$ cat src/rtl/pctc_pkg.sv
// ----------------------------------------------------------------------------
// pctc_pkg
// Shared constants, codes and types of the prefix code table codec.
// ----------------------------------------------------------------------------
package pctc_pkg;

  localparam int MAX_LEN      = 32;
  localparam int SYMBOL_COUNT = 256;

  localparam int CODE_W  = 32;
  localparam int LEN_W   = 6;
  localparam int SYM_W   = 8;
  localparam int EFF_LEN = (MAX_LEN < CODE_W) ? MAX_LEN : CODE_W;
  localparam int IDX_W   = (SYMBOL_COUNT > 1) ? $clog2(SYMBOL_COUNT) : 1;
  localparam int CNT_W   = $clog2(EFF_LEN + 1);

  typedef enum logic [1:0] {
    FN_LOAD    = 2'd0,
    FN_ENCODE  = 2'd1,
    FN_DECODE  = 2'd2,
    FN_RESTART = 2'd3
  } func_t;

  typedef enum logic [1:0] {
    STAT_GIVEN    = 2'd0,
    STAT_DECODED  = 2'd1,
    STAT_NOCODE   = 2'd2,
    STAT_OVERFLOW = 2'd3
  } status_t;

  typedef enum logic [1:0] {
    ST_IDLE,
    ST_ENC,
    ST_SCAN,
    ST_EMIT
  } state_t;

  typedef struct packed {
    logic              en;
    logic [IDX_W-1:0]  addr;
    logic [CODE_W-1:0] code;
    logic [LEN_W-1:0]  len;
    logic              ok;
  } tbl_wr_t;

  typedef struct packed {
    logic             en;
    logic [IDX_W-1:0] addr;
  } tbl_rd_t;

  typedef struct packed {
    logic [CODE_W-1:0] code;
    logic [LEN_W-1:0]  len;
    logic              ok;
  } tbl_rdata_t;

  typedef struct packed {
    logic              valid;
    status_t           status;
    logic [CODE_W-1:0] code;
    logic [LEN_W-1:0]  len;
    logic [SYM_W-1:0]  sym;
  } res_t;

  // ones in the low len bits; a length of the full width or more gives all ones
  function automatic logic [CODE_W-1:0] low_mask(input logic [LEN_W-1:0] len);
    low_mask = ~({CODE_W{1'b1}} << len);
  endfunction

endpackage

$ cat src/rtl/pctc_item_if.sv
// ----------------------------------------------------------------------------
// pctc_item_if
// Input channel of the codec: one command word per handshake.
// ----------------------------------------------------------------------------
interface pctc_item_if;
  logic       valid;
  logic       ready;
  logic [1:0] func;
  logic [7:0] symbol_in;
  logic [31:0] entry_code;
  logic [5:0] entry_length;
  logic       code_bit;

  modport source (
    output valid, func, symbol_in, entry_code, entry_length, code_bit,
    input  ready
  );
  modport sink (
    input  valid, func, symbol_in, entry_code, entry_length, code_bit,
    output ready
  );
endinterface

$ cat src/rtl/pctc_ctrl.sv
// ----------------------------------------------------------------------------
// pctc_ctrl
// Sequencer, bit accumulator and the shared compare unit that walks the table
// one entry a cycle for each decoded bit.
// ----------------------------------------------------------------------------
module pctc_ctrl (
  input  logic                 clk,
  input  logic                 rst,
  pctc_item_if.sink            item,
  output pctc_pkg::tbl_wr_t    wr,
  output pctc_pkg::tbl_rd_t    rd,
  input  pctc_pkg::tbl_rdata_t rdata,
  output pctc_pkg::res_t       res,
  input  logic                 take
);

  localparam logic [pctc_pkg::IDX_W-1:0] LAST_IDX =
    pctc_pkg::IDX_W'(pctc_pkg::SYMBOL_COUNT - 1);

  pctc_pkg::state_t state, state_next;
  pctc_pkg::func_t  func;

  logic [pctc_pkg::CODE_W-1:0] acc;
  logic [pctc_pkg::CNT_W-1:0]  acc_count;
  logic [pctc_pkg::IDX_W-1:0]  scan_idx;
  logic [pctc_pkg::IDX_W-1:0]  cmp_idx;
  logic                        issue_done;
  logic                        cmp_live;
  logic                        enc_ok;
  logic                        accept;
  logic                        sym_ok;
  logic                        len_ok;
  logic                        hit;
  logic                        scan_end;
  logic                        overflow;

  pctc_pkg::status_t              pend_status;
  logic [pctc_pkg::CODE_W-1:0]    pend_code;
  logic [pctc_pkg::LEN_W-1:0]     pend_len;
  logic [pctc_pkg::SYM_W-1:0]     pend_sym;

  assign func   = pctc_pkg::func_t'(item.func);
  assign accept = item.valid && item.ready;
  assign sym_ok = {1'b0, item.symbol_in} < (pctc_pkg::SYM_W + 1)'(pctc_pkg::SYMBOL_COUNT);
  assign len_ok = (item.entry_length != '0) &&
                  (item.entry_length <= pctc_pkg::LEN_W'(pctc_pkg::EFF_LEN));

  // shared compare unit: one stored entry against the accumulator
  assign hit = cmp_live && rdata.ok &&
               (rdata.len == pctc_pkg::LEN_W'(acc_count)) && (rdata.code == acc);
  assign scan_end = cmp_live && (cmp_idx == LAST_IDX);
  assign overflow = acc_count >= pctc_pkg::CNT_W'(pctc_pkg::EFF_LEN);

  // next state
  always_comb begin
    state_next = state;
    unique case (state)
      pctc_pkg::ST_IDLE: begin
        if (accept && func == pctc_pkg::FN_ENCODE) begin
          state_next = pctc_pkg::ST_ENC;
        end else if (accept && func == pctc_pkg::FN_DECODE) begin
          state_next = pctc_pkg::ST_SCAN;
        end
      end
      pctc_pkg::ST_ENC: begin
        state_next = pctc_pkg::ST_EMIT;
      end
      pctc_pkg::ST_SCAN: begin
        priority if (hit) begin
          state_next = pctc_pkg::ST_EMIT;
        end else if (scan_end) begin
          state_next = overflow ? pctc_pkg::ST_EMIT : pctc_pkg::ST_IDLE;
        end else begin
          state_next = pctc_pkg::ST_SCAN;
        end
      end
      pctc_pkg::ST_EMIT: begin
        if (take) begin
          state_next = pctc_pkg::ST_IDLE;
        end
      end
      default: state_next = pctc_pkg::ST_IDLE;
    endcase
  end

  // outputs
  always_comb begin
    item.ready = 1'b0;
    wr         = '0;
    rd         = '0;
    res        = '0;
    unique case (state)
      pctc_pkg::ST_IDLE: begin
        item.ready = 1'b1;
        wr.en      = accept && (func == pctc_pkg::FN_LOAD) && sym_ok;
        wr.addr    = item.symbol_in[pctc_pkg::IDX_W-1:0];
        wr.len     = item.entry_length;
        wr.ok      = len_ok;
        wr.code    = len_ok ? (item.entry_code & pctc_pkg::low_mask(item.entry_length)) : '0;
        rd.en      = accept && (func == pctc_pkg::FN_ENCODE);
        rd.addr    = item.symbol_in[pctc_pkg::IDX_W-1:0];
      end
      pctc_pkg::ST_ENC: begin
        rd = '0;
      end
      pctc_pkg::ST_SCAN: begin
        rd.en   = !issue_done;
        rd.addr = scan_idx;
      end
      pctc_pkg::ST_EMIT: begin
        res.valid  = 1'b1;
        res.status = pend_status;
        res.code   = pend_code;
        res.len    = pend_len;
        res.sym    = pend_sym;
      end
      default: res = '0;
    endcase
  end

  always_ff @(posedge clk) begin
    if (rst) begin
      state      <= pctc_pkg::ST_IDLE;
      acc        <= '0;
      acc_count  <= '0;
      issue_done <= 1'b0;
      cmp_live   <= 1'b0;
    end else begin
      state    <= state_next;
      cmp_live <= rd.en && (state == pctc_pkg::ST_SCAN);
      if (state == pctc_pkg::ST_IDLE && accept) begin
        if (func == pctc_pkg::FN_DECODE) begin
          acc        <= {acc[pctc_pkg::CODE_W-2:0], item.code_bit};
          acc_count  <= acc_count + 1'b1;
          issue_done <= 1'b0;
        end else if (func == pctc_pkg::FN_RESTART) begin
          acc       <= '0;
          acc_count <= '0;
        end
      end
      if (state == pctc_pkg::ST_SCAN) begin
        if (!issue_done && scan_idx == LAST_IDX) begin
          issue_done <= 1'b1;
        end
        // drop the accumulated bits on a match or an overflow
        if (state_next == pctc_pkg::ST_EMIT) begin
          acc       <= '0;
          acc_count <= '0;
        end
      end
    end
  end

  always_ff @(posedge clk) begin
    if (state == pctc_pkg::ST_IDLE) begin
      scan_idx <= '0;
      enc_ok   <= sym_ok;
    end else if (state == pctc_pkg::ST_SCAN && !issue_done) begin
      scan_idx <= scan_idx + 1'b1;
    end
    cmp_idx <= scan_idx;

    if (state == pctc_pkg::ST_ENC) begin
      pend_sym <= '0;
      if (enc_ok && rdata.ok) begin
        pend_status <= pctc_pkg::STAT_GIVEN;
        pend_code   <= rdata.code;
        pend_len    <= rdata.len;
      end else begin
        pend_status <= pctc_pkg::STAT_NOCODE;
        pend_code   <= '0;
        pend_len    <= '0;
      end
    end else if (state == pctc_pkg::ST_SCAN) begin
      pend_code   <= '0;
      pend_len    <= '0;
      pend_status <= hit ? pctc_pkg::STAT_DECODED : pctc_pkg::STAT_OVERFLOW;
      pend_sym    <= hit ? pctc_pkg::SYM_W'(cmp_idx) : '0;
    end
  end

`ifndef SYNTHESIS
  a_count_bounded: assert property (@(posedge clk) disable iff (rst)
    acc_count <= pctc_pkg::CNT_W'(pctc_pkg::EFF_LEN))
    else $error("accumulated count past maximum code length");

  a_clear_after_result: assert property (@(posedge clk) disable iff (rst)
    (state == pctc_pkg::ST_SCAN && state_next == pctc_pkg::ST_EMIT) |=> (acc_count == '0))
    else $error("accumulator not cleared after match or overflow");

  a_cmp_follows_issue: assert property (@(posedge clk) disable iff (rst)
    cmp_live |-> (cmp_idx == $past(scan_idx) && $past(rd.en)))
    else $error("compare stage out of step with table read");

  a_write_only_on_load: assert property (@(posedge clk) disable iff (rst)
    wr.en |-> (accept && func == pctc_pkg::FN_LOAD))
    else $error("table write without a load word");
`endif

endmodule

$ cat src/flat_wrapper.sv
// flat-port wrapper written by rule: the top's interface ports become plain ports
module pctc_ctrl_flat 
  (clk, rst, wr, rd, rdata, res, take, item_valid, item_func, item_symbol_in, item_entry_code, item_entry_length, item_code_bit, item_ready);
  pctc_item_if item_i ();
  input  logic clk;
  input  logic rst;
  output pctc_pkg::tbl_wr_t wr;
  output pctc_pkg::tbl_rd_t rd;
  input  pctc_pkg::tbl_rdata_t rdata;
  output pctc_pkg::res_t res;
  input  logic take;
  input wire logic [$bits(item_i.valid)-1:0] item_valid;
  input wire logic [$bits(item_i.func)-1:0] item_func;
  input wire logic [$bits(item_i.symbol_in)-1:0] item_symbol_in;
  input wire logic [$bits(item_i.entry_code)-1:0] item_entry_code;
  input wire logic [$bits(item_i.entry_length)-1:0] item_entry_length;
  input wire logic [$bits(item_i.code_bit)-1:0] item_code_bit;
  output wire logic [$bits(item_i.ready)-1:0] item_ready;
  assign item_i.valid = item_valid;
  assign item_i.func = item_func;
  assign item_i.symbol_in = item_symbol_in;
  assign item_i.entry_code = item_entry_code;
  assign item_i.entry_length = item_entry_length;
  assign item_i.code_bit = item_code_bit;
  assign item_ready = item_i.ready;
  pctc_ctrl u_core (.clk(clk), .rst(rst), .item(item_i), .wr(wr), .rd(rd), .rdata(rdata), .res(res), .take(take));
endmodule
$ cat config.mk
export PLATFORM = sky130hd
export DESIGN_NAME = pctc_ctrl_flat
export DESIGN_NICKNAME = d
export VERILOG_FILES = /design/src/rtl/pctc_pkg.sv /design/src/rtl/pctc_item_if.sv /design/src/rtl/pctc_ctrl.sv /design/src/flat_wrapper.sv
export SDC_FILE = /design/constraint.sdc
export NUM_CORES = 1
export LEC_CHECK = 0
export BUFFER_PORTS_ARGS = -buffer_cell sky130_fd_sc_hd__clkbuf_2
export CAP_MARGIN = 30
export CORE_ASPECT_RATIO = 0.5
export CORE_MARGIN = 4
export CORE_UTILIZATION = 30
export CTS_BUF_LIST = sky130_fd_sc_hd__clkbuf_16
export DETAILED_ROUTE_END_ITERATION = 12
export PLACE_DENSITY_LB_ADDON = 0.08
export SYNTH_ARGS = -nofsm -noshare
export SYNTH_HDL_FRONTEND = slang
export SYNTH_SLANG_ARGS = --single-unit
$ cat constraint.sdc
create_clock -name clk -period 1.9 [get_ports clk]
set_input_delay 0.095 -clock clk [delete_from_list [all_inputs] [get_ports clk]]
set_output_delay 0.095 -clock clk [all_outputs]
set_load 0.01 [all_outputs]
==> qor.csv, run 1 <==
metric,value,unit
Post-synth top cells,"68 x and2_1, 66 x dfxtp_1, 49 x and3_1",
clock root buffer,clkbuf_16,
"critical path fanouts, max",9,
I/O Pins,199,
synth unique cells,50,
cell area power density,1030,mW/mm²
Critical R2R Launch,u_core.state[1],
vias in the first global route,5320,
Sink Count,106,
drt first pass iters,4,
Final Wtd Congestion,0.864,
Slowest cell on crit path,dfxtp_4,
largest net degree at the start of global routing,50,
R2R cell count,9,
crit end category,flip-flop,
"Slew Viols, Final",0,
VDD IR max,0.447,mV
Slowest Stage Delay on Critical Path,0.39,ns
diode count,0,
R2R Path End,u_core.acc_count[2],
CP bufs+invs,3,
Total Die Area,0.0213,mm²
initial antenna violation count,0,
Syn. warnings,0,
layout cells sized above 1,37.2,%
Fmax,509,MHz
via count,5396,
CP Class,reg2reg,
grt ovf,0,
Worst Hold End,u_core.issue_done,
Crit path max-delay family,simple AND/OR/NAND/NOR gates,
syn nets,713,
status,finished with violations,
Synth Register Bits,106,
Remaining DRCs,0,
Core ar.,0.0185,mm²
WHS Path Cells,2,
drt initial violations,305,
Worst Tran Pin Value,0.538,ns
Hold Buf Count CTS,0,
CTS tree,built,
Max Buffers Root-to-Sink,2,
number of buffers created by CTS,9,
cell taking the most area after synthesis,dfxtp_1,
syn_area_per_cell,9.26,µm²
cell chain of the critical path,inv_4 -> ha_4 -> nor2b_4 -> a32oi_2 -> a31oi_4 -> nor4_4 -> buf_6 -> buf_8 -> nor3_1,
worst min-delay path class,in2reg,
detailed placement HPWL,14200,µm
Final ANT Viol Nets,0,
failing checks,negative setup slack,
Critical Path RT,2.13,ns
clk slew on worst S/H paths,0.07,ns
top cell type's share of synthesized area,23.2,%
worst skew pair latency,0.35,ns
area grow syn2layout,39.8,%
final core utilization,43.0,%
# rows,35,
die extent in y,105,µm
fin nets,933,
Reg2Reg Setup Slack,-0.06,ns
Max Cap Viol,0,
CP startpoint kind,flip-flop,
final setup fails,38,
htree depth,3,
largest cells by area after synthesis,"dfxtp_1 23%, edfxtp_1 21%, and2_1 7.5%, xor2_1 6.5%, and3_1 5.4%",
Avg WL per Cell,17.8,µm
Synth Instances,614,
final hold vios,0,
mapped cell area,0.00568,mm²
global-route wire length before repair,29500,µm
critical path data arrival time,2.20,ns
Clock Skew,0.00965,ns
tightest hold margin,0.0429,ns
Post-synth EDFFs,40,
static leakage,3.62,nW
async set-reset flop share out of synthesis,0,%
crit path time final,1.96,ns
All-Layer GR Usage,17.2,%
vias per cell,4.91,
Die Wd,203,µm
Worst Min Path Start,rst,
IO Port Bufs,198,
unrepaired setup endpoints after global routing,true,
post-synthesis sequential area ratio,44.4,%
ys flop type,dfxtp_1,
most frequent cell after synthesis,and2_1,
final worst slack,-0.0628,ns
final setup TNS,-1.85,ns
Total Routed Length,19600,µm
initial core utilization,30.8,%
max_slew headroom,64.0,%
post-route clock period utilization,103,%
## worst reg2reg max path: cells and delay by family (launching register included)
kind,cells,cell delay (ns)
AO/OA/AOI/OAI,2,0.41
adder cells (fa/ha/maj),1,0.18
buffers and inverters,3,0.41
flip-flops,1,0.39
AND/OR/NAND/NOR,3,0.47
## layout by cell type (no fill, tap or decap), types with 4 or more instances in the layout
| cell type | instances |
|---|---|
| clkbuf_2 | 190 |
| and2_1 | 68 |
| dfxtp_1 | 64 |
| and3_1 | 47 |
| a21oi_1 | 43 |
| xor2_1 | 42 |
| nor3_1 | 41 |
| edfxtp_1 | 40 |
| buf_4 | 39 |
| nor3b_1 | 33 |
| nor2_1 | 29 |
| nand2_1 | 19 |
| clkbuf_16 | 13 |
| a21o_1 | 10 |
| nor4_1 | 10 |
| inv_1 | 9 |
| o21ai_0 | 9 |
| nand3_1 | 8 |
| a32o_1 | 8 |
| o311a_1 | 7 |
| nor3_2 | 7 |
| nor4_2 | 6 |
| ha_1 | 6 |
| buf_2 | 6 |
| buf_6 | 5 |
| buf_12 | 5 |
| nand4_1 | 4 |
| buf_8 | 4 |
## per-layer routing
layer | global-route usage, % | vias to the layer above | wire (µm)
li1 | - | 2653 | -
met1 | 23.9 | 2551 | 9440
met2 | 27.3 | 177 | 8800
met3 | 4.06 | 15 | 1070
met4 | 3.87 | 0 | 257
met5 | 0 | - | 0
## logic make-up after synthesis
logic type / count (synthesis) / synth area share, %
buf+inv: 56 / 3.98
compound gates: 101 / 12.0
fa+ha+maj: 7 / 1.54
simple gates: 296 / 30.6
flops: 106 / 44.4
xor+xnor: 45 / 6.94
mux: 3 / 0.528
## flip-flops by register name (all words and copies together), names as in the netlist, 6 cells and up
register          count
u_core.pend_code     32
u_core.acc_count      6
u_core.pend_sym       8
u_core.scan_idx       8
u_core.acc           32
u_core.cmp_idx        8
u_core.pend_len       6
## final cells by class
class | count | area, µm²
Fill cell | 1859 | 10500
Inverter | 11 | 46.3
Timing Repair Buffer | 254 | 1620
Sequential cell | 106 | 2530
Clock buffer | 9 | 225
Multi-Input combinational cell | 452 | 3140
Clock inverter | 7 | 60.1
Tap cell | 259 | 324
## worst max-delay path by stage
stage               startpoint                  end  slack (ns)  depth (start not counted)
6_report       u_core.state[1]  u_core.acc_count[2]       -0.06                          9
5_1_grt        u_core.state[0]  u_core.acc_count[4]       -0.14                          9
4_1_cts         u_core.acc[29]        u_core.acc[1]       -0.05                          6
3_5_place_dp    u_core.acc[29]        u_core.acc[6]       -0.11                          6
3_3_place_gp    u_core.acc[29]        u_core.acc[0]       -0.08                          6
2_1_floorplan  u_core.state[1]       u_core.acc[10]        0.01                         10
## repair_timing
| item | 4_1_cts | 5_1_grt |
|---|---|---|
| resized for setup | 22 | 47 |
| buffers inserted | 3 | 6 |
| pin swaps | 1 | 21 |
| setup endpoints to repair | 72 | 67 |
| cloned | 1 | 6 |
## stage by stage
step / instance area (µm²) / worst slack (ns) / total power, mW / std cells
final: 7940 / -0.0628 / 8.19 / 1098
after global routing: 7940 / -0.143 / 8.66 / 1098
after CTS: 7610 / -0.0470 / 7.96 / 1086
after detailed placement: 7180 / -0.113 / 5.83 / 1066
after global placement: 7180 / -0.0781 / 5.84 / 1066
after floorplan: 5710 / 0.0113 / 4.67 / 614
## power breakdown
part | switching, mW | internal [mW]
sequential | 0.145 | 3.01
combinational | 1.83 | 1.39
clock | 0.901 | 0.916
No activity file was read; power rests on OpenSTA's default activity.
==> inputs of run 2 (changes only) <==
--- a/config.mk
+++ b/config.mk
@@ -6,9 +6,7 @@
 export NUM_CORES = 1
 export LEC_CHECK = 0
 export BUFFER_PORTS_ARGS = -buffer_cell sky130_fd_sc_hd__clkbuf_2
-export CAP_MARGIN = 30
 export CORE_ASPECT_RATIO = 0.5
-export CORE_MARGIN = 4
 export CORE_UTILIZATION = 30
 export CTS_BUF_LIST = sky130_fd_sc_hd__clkbuf_16
 export DETAILED_ROUTE_END_ITERATION = 12
==> constraint.sdc (replaced) <==
create_clock -name clk -period 1.9 [get_ports clk]
set_input_delay 0.095 -clock clk [delete_from_list [all_inputs] [get_ports clk]]
set_output_delay 0.095 -clock clk [all_outputs]
set_load 0.05 [all_outputs]
==> run 2 against run 1 <==
Effect of this change: the flow still finishes with violations (negative setup slack); clock power barely moved; first-iteration DRC count fell by 18%; clock skew rose by 0.0026 ns; highest routed layer unchanged; largest cell class unchanged; global-route usage up 1.8 points; via count grew 0.20%; sequential share of layout area fell by 0.76 points; count of clock-buffer cells in the layout unchanged; non-clock buffer count is 8 lower; wire length fell by 3.7%; hold slack got worse by 0.020 ns; critical path type unchanged; final cell count shrank 0.73%.
==> qor.csv, run 2 (synthesis gave the netlist of run 1 again) <==
metric,value,unit
final worst slack,-0.0681,ns
critical path data arrival time,2.20,ns
area grow syn2layout,43.1,%
diode count,0,
grt ovf,0,
worst skew pair latency,0.36,ns
status,finished with violations,
crit path time final,1.97,ns
# rows,35,
via count,5407,
CP Class,reg2reg,
Sink Count,106,
FILL cells,1861,
biggest regs,"u_core.acc x32, u_core.pend_code x32",
vias per cell,4.96,
Die Wd,197,µm
Remaining DRCs,0,
worst min-delay path class,in2reg,
crit end category,flip-flop,
clk slew on worst S/H paths,0.08,ns
unrepaired setup endpoints after global routing,true,
"critical path fanouts, max",8,
Worst Tran Pin Value,0.553,ns
"non-filler cells, final",1090,
most frequent cells in the layout,"155 x clkbuf_2, 63 x dfxtp_1, 58 x and2_1",
drt first pass iters,5,
Core ar.,0.0185,mm²
layout cells sized above 1,39.2,%
Placed Area,0.00736,mm²
failing checks,negative setup slack,
Total Die Area,0.0195,mm²
Fmax,508,MHz
tightest hold margin,0.0231,ns
IO Port Bufs,198,
htree depth,3,
clock root buffer,clkbuf_16,
final core utilization,44.0,%
die extent in y,99.3,µm
initial antenna violation count,0,
VDD IR max,0.667,mV
detailed placement HPWL,13600,µm
All-Layer GR Usage,19.0,%
initial core utilization,30.8,%
Max Buffers Root-to-Sink,2,
CP startpoint kind,flip-flop,
final setup fails,46,
final setup TNS,-1.91,ns
Avg WL per Cell,17.3,µm
"most common cell after layout, fill and taps aside",clkbuf_2,
Reg2Reg Setup Slack,-0.07,ns
Final Wtd Congestion,0.824,
largest net degree at the start of global routing,50,
"Slew Viols, Final",0,
fin nets,925,
drt initial violations,251,
CTS tree,built,
static leakage,3.61,nW
Final ANT Viol Nets,0,
global-route wire length before repair,28500,µm
Total Routed Length,18800,µm
Clock Skew,0.0122,ns
number of buffers created by CTS,9,
I/O Pins,199,
Placed Instances,1062,
max_slew headroom,63.0,%
cell area power density,1160,mW/mm²
vias in the first global route,5103,
Critical Path RT,2.13,ns
final hold vios,0,
Max Cap Viol,0,
post-route clock period utilization,104,%
final instance area,0.00813,mm²
run 2: worst paths after layout:
| check | startpoint | end | cells after the start |
|---|---|---|---|
| max | u_core.acc[6] | u_core.acc_count[4] | 7 |
| min | rst | u_core.issue_done | 2 |
| max reg2reg | u_core.acc[6] | u_core.acc_count[4] | 7 |
| min reg2reg | u_core.scan_idx[7] | u_core.cmp_idx[7] | 0 |
run 2: power breakdown:
group          leakage [nW]  internal [mW]  switching [mW]
sequential            0.916           3.00           0.136
clock                 0.140          0.917           0.923
combinational          2.55           1.54            2.91
total                  3.61           5.46            3.97
run 2: worst max-delay path, cell delays in order (launching register included):
cell	delay [ns]
dfxtp_4	0.37
xor2_4	0.19
nor4_4	0.29
nand4_1	0.25
nor4_4	0.35
buf_4	0.20
buf_6	0.14
nor3_1	0.05
run 2: final cells by class:
cell class                 count  area (µm²)  area share (%)
clock buffer                   9         225            2.77
clock inverter                 7        63.8           0.784
inverter                      11        46.3           0.569
multi-input combinational    452        3220            39.6
sequential                   106        2530            31.1
tap                          259         324            3.98
timing repair buffer         246        1720            21.2
run 2: metal layers:
metal / vias up / share of wire (%) / track usage [%]
met4: 0 / 2.2 / 5.90
met2: 184 / 43 / 29.5
met3: 27 / 5.6 / 4.07
li1: 2633 / - / -
met1: 2563 / 49 / 26.3
met5: - / 0 / 0
run 2: what timing repair did:
item,CTS,global route
setup buffers,5,4
setup endpoints to repair,117,118
hold buffers,0,0
resized for setup,41,74
gates cloned,1,2
pin swaps,5,7
run 2: stage by stage:
| stage | setup slack [ns] | total power, mW |
|---|---|---|
| floorplan | -0.0606 | 5.87 |
| global placement | -0.00489 | 7.08 |
| detailed placement | -0.0135 | 7.09 |
| CTS | 0.00115 | 9.22 |
| global route | -0.165 | 9.87 |
| finish | -0.0681 | 9.43 |
